===== src/sv/fba_pkg.sv =====
// Shared types, codes and constants for the fixed block stack allocator.
`timescale 1ns / 1ps
`default_nettype none

package fba_pkg;

    localparam int MAX_BLOCKS_DEF  = 1024;
    localparam int OFFSET_BITS_DEF = 24;

    // width of the buffer and block size registers, and of the divider
    localparam int DIV_W      = 25;
    localparam int CFG_IDX_W  = 2;
    localparam int CFG_DATA_W = 32;

    localparam logic [CFG_IDX_W-1:0] CFG_BASE_ADDRESS = 2'd0;
    localparam logic [CFG_IDX_W-1:0] CFG_BUFFER_BYTES = 2'd1;
    localparam logic [CFG_IDX_W-1:0] CFG_BLOCK_BYTES  = 2'd2;

    localparam logic [1:0] OP_ALLOC = 2'd0;
    localparam logic [1:0] OP_FREE  = 2'd1;
    localparam logic [1:0] OP_INIT  = 2'd2;

    localparam logic [2:0] ST_OK          = 3'd0;
    localparam logic [2:0] ST_BAD_CONFIG  = 3'd1;
    localparam logic [2:0] ST_EMPTY       = 3'd2;
    localparam logic [2:0] ST_BAD_ADDRESS = 3'd3;
    localparam logic [2:0] ST_ALL_FREE    = 3'd4;

    typedef logic [10:0] free_count_t;

    typedef struct packed {
        logic [1:0]  operation;
        logic [31:0] block_address;
    } req_t;

    typedef struct packed {
        logic [2:0]  status;
        logic [31:0] given_address;
        free_count_t free_count;
    } rsp_t;

    // controller -> datapath
    typedef struct packed {
        logic load;
        logic res_nop;
        logic res_empty;
        logic alloc_pop;
        logic alloc_fin;
        logic div_start;
        logic free_fin;
        logic init_chk;
        logic fill_step;
        logic emit;
    } cmd_t;

    // datapath -> controller
    typedef struct packed {
        logic [1:0] operation;
        logic       depth_zero;
        logic       div_done;
        logic       init_ok;
        logic       fill_last;
    } sts_t;

endpackage

`default_nettype wire


===== src/sv/fba_ctrl.sv =====
// Allocator controller: sequences one operation at a time and drives the handshakes.
`timescale 1ns / 1ps
`default_nettype none

module fba_ctrl (
    input  wire logic          clk,
    input  wire logic          rst_n,
    input  wire logic          in_valid,
    output logic               in_stall,
    output logic               out_valid,
    input  wire logic          out_stall,
    input  wire fba_pkg::sts_t sts,
    output fba_pkg::cmd_t      cmd
);

    typedef enum logic [7:0] {
        S_IDLE     = 8'b0000_0001,
        S_DECODE   = 8'b0000_0010,
        S_ALLOC_RD = 8'b0000_0100,
        S_DIV_WAIT = 8'b0000_1000,
        S_FREE_FIN = 8'b0001_0000,
        S_INIT_CHK = 8'b0010_0000,
        S_FILL     = 8'b0100_0000,
        S_DONE     = 8'b1000_0000
    } state_t;

    state_t state_reg;
    state_t state_next;
    logic   out_valid_reg;
    logic   out_valid_next;

    always_comb
    begin
        state_next = state_reg;
        cmd        = '0;
        case (state_reg)
            S_IDLE:
            begin
                if (in_valid)
                begin
                    cmd.load   = 1'b1;
                    state_next = S_DECODE;
                end
            end
            S_DECODE:
            begin
                case (sts.operation)
                    fba_pkg::OP_ALLOC:
                    begin
                        if (sts.depth_zero)
                        begin
                            cmd.res_empty = 1'b1;
                            state_next    = S_DONE;
                        end
                        else
                        begin
                            cmd.alloc_pop = 1'b1;
                            state_next    = S_ALLOC_RD;
                        end
                    end
                    fba_pkg::OP_FREE, fba_pkg::OP_INIT:
                    begin
                        cmd.div_start = 1'b1;
                        state_next    = S_DIV_WAIT;
                    end
                    default:
                    begin
                        cmd.res_nop = 1'b1;
                        state_next  = S_DONE;
                    end
                endcase
            end
            S_ALLOC_RD:
            begin
                cmd.alloc_fin = 1'b1;
                state_next    = S_DONE;
            end
            S_DIV_WAIT:
            begin
                if (sts.div_done)
                begin
                    state_next = (sts.operation == fba_pkg::OP_FREE) ? S_FREE_FIN : S_INIT_CHK;
                end
            end
            S_FREE_FIN:
            begin
                cmd.free_fin = 1'b1;
                state_next   = S_DONE;
            end
            S_INIT_CHK:
            begin
                cmd.init_chk = 1'b1;
                state_next   = sts.init_ok ? S_FILL : S_DONE;
            end
            S_FILL:
            begin
                cmd.fill_step = 1'b1;
                if (sts.fill_last)
                begin
                    state_next = S_DONE;
                end
            end
            S_DONE:
            begin
                // wait for the output register to be free
                if (!out_valid_reg || !out_stall)
                begin
                    cmd.emit   = 1'b1;
                    state_next = S_IDLE;
                end
            end
            default:
            begin
                state_next = S_IDLE;
            end
        endcase
        out_valid_next = cmd.emit || (out_valid_reg && out_stall);
    end

    always_ff @(posedge clk or negedge rst_n)
    begin
        if (!rst_n)
        begin
            state_reg     <= S_IDLE;
            out_valid_reg <= 1'b0;
        end
        else
        begin
            state_reg     <= state_next;
            out_valid_reg <= out_valid_next;
        end
    end

    assign in_stall  = (state_reg != S_IDLE);
    assign out_valid = out_valid_reg;

endmodule

`default_nettype wire

===== config.mk =====
export PLATFORM = sky130hd
export DESIGN_NAME = fba_ctrl
export DESIGN_NICKNAME = d
export VERILOG_FILES = /design/src/sv/fba_pkg.sv /design/src/sv/fba_ctrl.sv
export SDC_FILE = /design/constraint.sdc
export NUM_CORES = 1
export LEC_CHECK = 0
export BUFFER_PORTS_ARGS = -buffer_cell sky130_fd_sc_hd__buf_4
export CAP_MARGIN = 20
export CELL_PAD_IN_SITES_DETAIL_PLACEMENT = 0
export CELL_PAD_IN_SITES_GLOBAL_PLACEMENT = 1
export CORE_UTILIZATION = 34
export DETAILED_ROUTE_END_ITERATION = 16
export GPL_ROUTABILITY_DRIVEN = 0
export MAX_ROUTING_LAYER = met4
export PLACE_DENSITY = 0.73
export SYNTH_ARGS = -nofsm -noshare
export SYNTH_HDL_FRONTEND = slang
export SYNTH_SLANG_ARGS = --single-unit
export TNS_END_PERCENT = 1

===== constraint.sdc =====
create_clock -name clk -period 2.3 [get_ports clk]
set_input_delay 0.115 -clock clk [delete_from_list [all_inputs] [get_ports clk]]
set_output_delay 0.115 -clock clk [all_outputs]
set_load 0.005 [all_outputs]

* Word level (Yosys, flattened, before mapping) *
Index checks and enable logic that the tools add are counted.

storage, ports and cells
  bits of input ports = 10
  register bits after elaboration = 9
  output and inout port bits = 12
  logic and storage cells = 51

operators by class
  equal/unequal tests = 15
  muxes and demuxes = 24
  reductions and logical operators = 10

operators with widths
  kind                                                   count
  one-hot mux 8 bit (7 select lines)                     1
  two-way mux 8 bit                                      6
  one-hot mux 8 bit (2 select lines)                     1
  two-way mux 1 bit                                      13
  == test 8 x 1 -> 1 bit, second input constant          1
  == test 8 x 2 -> 1 bit, second input constant          1
  == test 8 x 3 -> 1 bit, second input constant          1
  == test 8 x 4 -> 1 bit, second input constant          1
  == test 8 x 5 -> 1 bit, second input constant          1
  == test 8 x 6 -> 1 bit, second input constant          1
  == test 8 x 7 -> 1 bit, second input constant          1
  == test 8 bit, second input constant                   1
  inequality test 2 bit, second input constant           4
  inequality test 8 x 1 -> 1 bit, second input constant  1
  two-way mux 6 bit                                      1
  AND reduction 4 bit                                    1
  OR reduction 2 bit                                     2
  two-way mux 3 bit                                      1
  OR reduction 3 bit                                     1
  == test 2 x 1 -> 1 bit, second input constant          1
  == test 2 bit, second input constant                   1
  logical NOT 1 bit                                      2
  logical NOT 2 bit                                      1
  logical OR 1 bit                                       2
  other kinds (2)                                        2

* Depth between registers and ports, before layout *
  depth after elaboration = 5
  gate-level depth with buffers = 7
  gate-level depth less buffers = 7

* Worst setup path before layout *
No wires, ideal clock.

  path type = register to output
  start = reg state_reg[1]
  end = out cmd[0] (netlist name)
  data required time = 2.185 ns
  buffers on the path = 0
  data arrival time = 1.644 ns
  slack = 0.541 ns
  stages on the path, launching flop included = 5
  cell sequence = dfrtp_1 -> or4_4 -> or3_4 -> or2_4 -> a21oi_2

RTL lines
  what                      RTL line         RTL
  start: declaration        fba_ctrl.sv:27   state_t state_reg;
  start signal: assignment  fba_ctrl.sv:129  state_reg <= state_next;
  end: declaration          fba_ctrl.sv:13   output fba_pkg::cmd_t cmd

==> results.json <==
{
  "yosysTopAreaCell": "dfrtp_1",
  "postCtsSetupBuffers": 0,
  "grt_max_degree": 10,
  "std_cell_rows": 15,
  "cts_max_path_buffers": 2,
  "yosys_register_bits": 9,
  "maxCapViolCount": 0,
  "place_hpwl_um": 1094,
  "max_freq_mhz": 455.8,
  "cts_resized": 0,
  "required_ns": 2.18,
  "run_status": "complete, no violations",
  "grt_pass1_vias": 498,
  "finish.utilization_pct": 49.89,
  "grt_overflow": 0,
  "yosysWarnings": 0,
  "initial_utilization_pct": 36.26,
  "root_buffer": "clkbuf_4",
  "yosys-top-cells-area": "dfrtp_1, nor2_1, ha_1, nand4bb_4, dfstp_2",
  "crit_type": "flop to output port",
  "core_area_um2": 1708,
  "hold_violations": 0,
  "wl_per_cell_um": 10.97,
  "cellLeakagePower_nw": 0.4257,
  "end_kind": "output port",
  "drt-total-wl_um": 1283,
  "rrSetupSlack_ns": 0.51,
  "synthCells": 65,
  "relSlewSlack_pct": 77.00,
  "final-setup-viol-count": 0,
  "grt_first_pass_wirelength_um": 2035,
  "tightest_slew_ns": 0.3424,
  "avgSynthCellArea_um2": 9.528,
  "dieArea_um2": 1996,
  "max_stage_delay_ns": 0.55,
  "synth_cell_types": 31,
  "vias_per_cell": 4.786,
  "worst_ir_drop_vdd_v": 0.0003833,
  "synth_top_area_share_pct": 32.32,
  "layout.nets": 106,
  "ant_nets": 0,
  "path_cells": "or4_4 -> or3_4 -> or2_4 -> a21oi_2 -> buf_4",
  "seq_area_frac_synth_pct": 36.57,
  "cpMaxStageDelayCell": "or4_4",
  "synth_edf_count": 0,
  "dpl.cell_count": 112,
  "drc_errors": 0,
  "cp-start-kind": "flop",
  "track_usage_pct": 14.89,
  "largest_register_ffs": 8,
  "final.period_utilization_pct": 95.39,
  "clock_latency_ns": 0.26,
  "port_buffers": 21,
  "grt_setup_unrepaired": "false",
  "synth_flop_cell": "dfrtp_1",
  "drive_above_1_share_pct": 39.13,
  "antenna_found_initial": 0,
  "syn-cell-area_um2": 619.3,
  "dieHeight_um": 44.68,
  "synth_common_cells": "nor2_1, dfrtp_1, nand2_1",
  "min_path_type": "input pin to flop",
  "powerDensity_nw_per_um2": 776.7,
  "stdcell_area_um2": 852.1,
  "route.vias.total": 560,
  "first_pass_iters": 4,
  "path_clk_slew_ns": 0.06,
  "htree_levels": 1,
  "diodes": 0,
  "crit_path_max_fanout": 5,
  "placed_area_um2": 815.8,
  "clock_sinks": 9,
  "fin_crit_ns": 2.194,
  "io_pins": 22,
  "maxSlewViolCount": 0,
  "worst_clock_skew_ns": 0.004433,
  "pre_cts_ws_ns": 0.3935,
  "yosys.cell_count.top_type": "nor2_1",
  "cts_tree": "done",
  "finalNonFillerCells": 117,
  "cts_inserted_buffers": 3,
  "area_delta_synth_final_pct": 37.58,
  "setup-tns-final_ns": 0,
  "syn-num-nets": 78,
  "arrival_ns": 2.08,
  "worst_slack_ns": 0.1061,
  "die_w_um": 44.68,
  "dr.first_iter.drc_count": 15,
  "async_flop_share_pct": 100.0
}
==> what timing repair did <==
item	CTS	global route
endpoints found under the setup margin	0	0
hold endpoints to repair	9	0
hold buffers	1	0
==> power by group <==
part | switching (mW) | leakage, nW | total (mW) | internal [mW]
Combinational | 0.140 | 0.290 | 0.313 | 0.173
Sequential | 0.0335 | 0.121 | 0.226 | 0.193
Clock | 0.0557 | 0.0150 | 0.123 | 0.0669
==> final timing paths <==
| check | startpoint | to | depth (start not counted) |
|---|---|---|---|
| worst max-delay path | state_reg[1] | cmd[0] | 5 |
| worst min-delay path | sts[3] | state_reg[2] | 2 |
| worst max register to register | state_reg[1] | state_reg[0] | 5 |
| worst min register to register | out_valid | out_valid | 2 |
| max in group asynchronous | rst_n | state_reg[0] | 2 |
| min in group asynchronous | rst_n | state_reg[6] | 2 |
==> placed cells by master, fill, tap and decap left out, types with 2 or more instances in the layout <==
| cell | synthesis | layout |
|---|---|---|
| and2_1 | 2 | 2 |
| buf_4 | 0 | 22 |
| clkbuf_4 | 0 | 3 |
| dfrtp_1 | 8 | 8 |
| ha_1 | 3 | 3 |
| inv_1 | 5 | 5 |
| nand2_1 | 6 | 6 |
| nand2b_1 | 2 | 2 |
| nand3_1 | 2 | 2 |
| nand4b_1 | 2 | 2 |
| nor2_1 | 12 | 12 |
| nor4_1 | 2 | 2 |
==> cells by family (layout without fill, tap and decap cells) <==
logic type,count (synthesis),count (layout),share of synthesized area (%)
AO/OA/AOI/OAI,9,9,13.74
XOR/XNOR,1,1,1.414
adder cells (fa/ha/maj),3,3,6.061
buffers and inverters,5,32,3.031
flip-flops,9,9,36.57
AND/OR/NAND/NOR,38,38,39.19
==> per-stage QoR <==
step           hold WS, ns  power, mW
6_report           0.01981     0.6618
5_1_grt            0.03032     0.7080
4_1_cts            0.01394     0.6676
3_5_place_dp      -0.05691     0.5407
3_3_place_gp      -0.05617     0.5402
2_1_floorplan      -0.1806     0.4294
==> area by class of cell <==
type	instances	area, um2
multi-input cells	51	374.1
inverters	5	18.77
repair buffers	23	175.2
flip-flops and latches	9	226.5
clock buffers	4	26.28
well taps	25	31.28
fillers	169	855.8
==> routing by layer <==
layer	track usage [%]	share of wire (%)
met5	-	0
met2	23.53	49
met4	10.91	1.9
met3	1.224	3.1
met1	17.60	46
==> worst max-delay path: cells and delay by family, from the launching register on <==
family	cells	cell delay, ns
AND/OR/NAND/NOR	3	1.19
flip-flops	1	0.42
buffers and inverters	1	0.11
AO/OA/AOI/OAI	1	0.10
No activity file was read; power rests on OpenSTA's default activity.
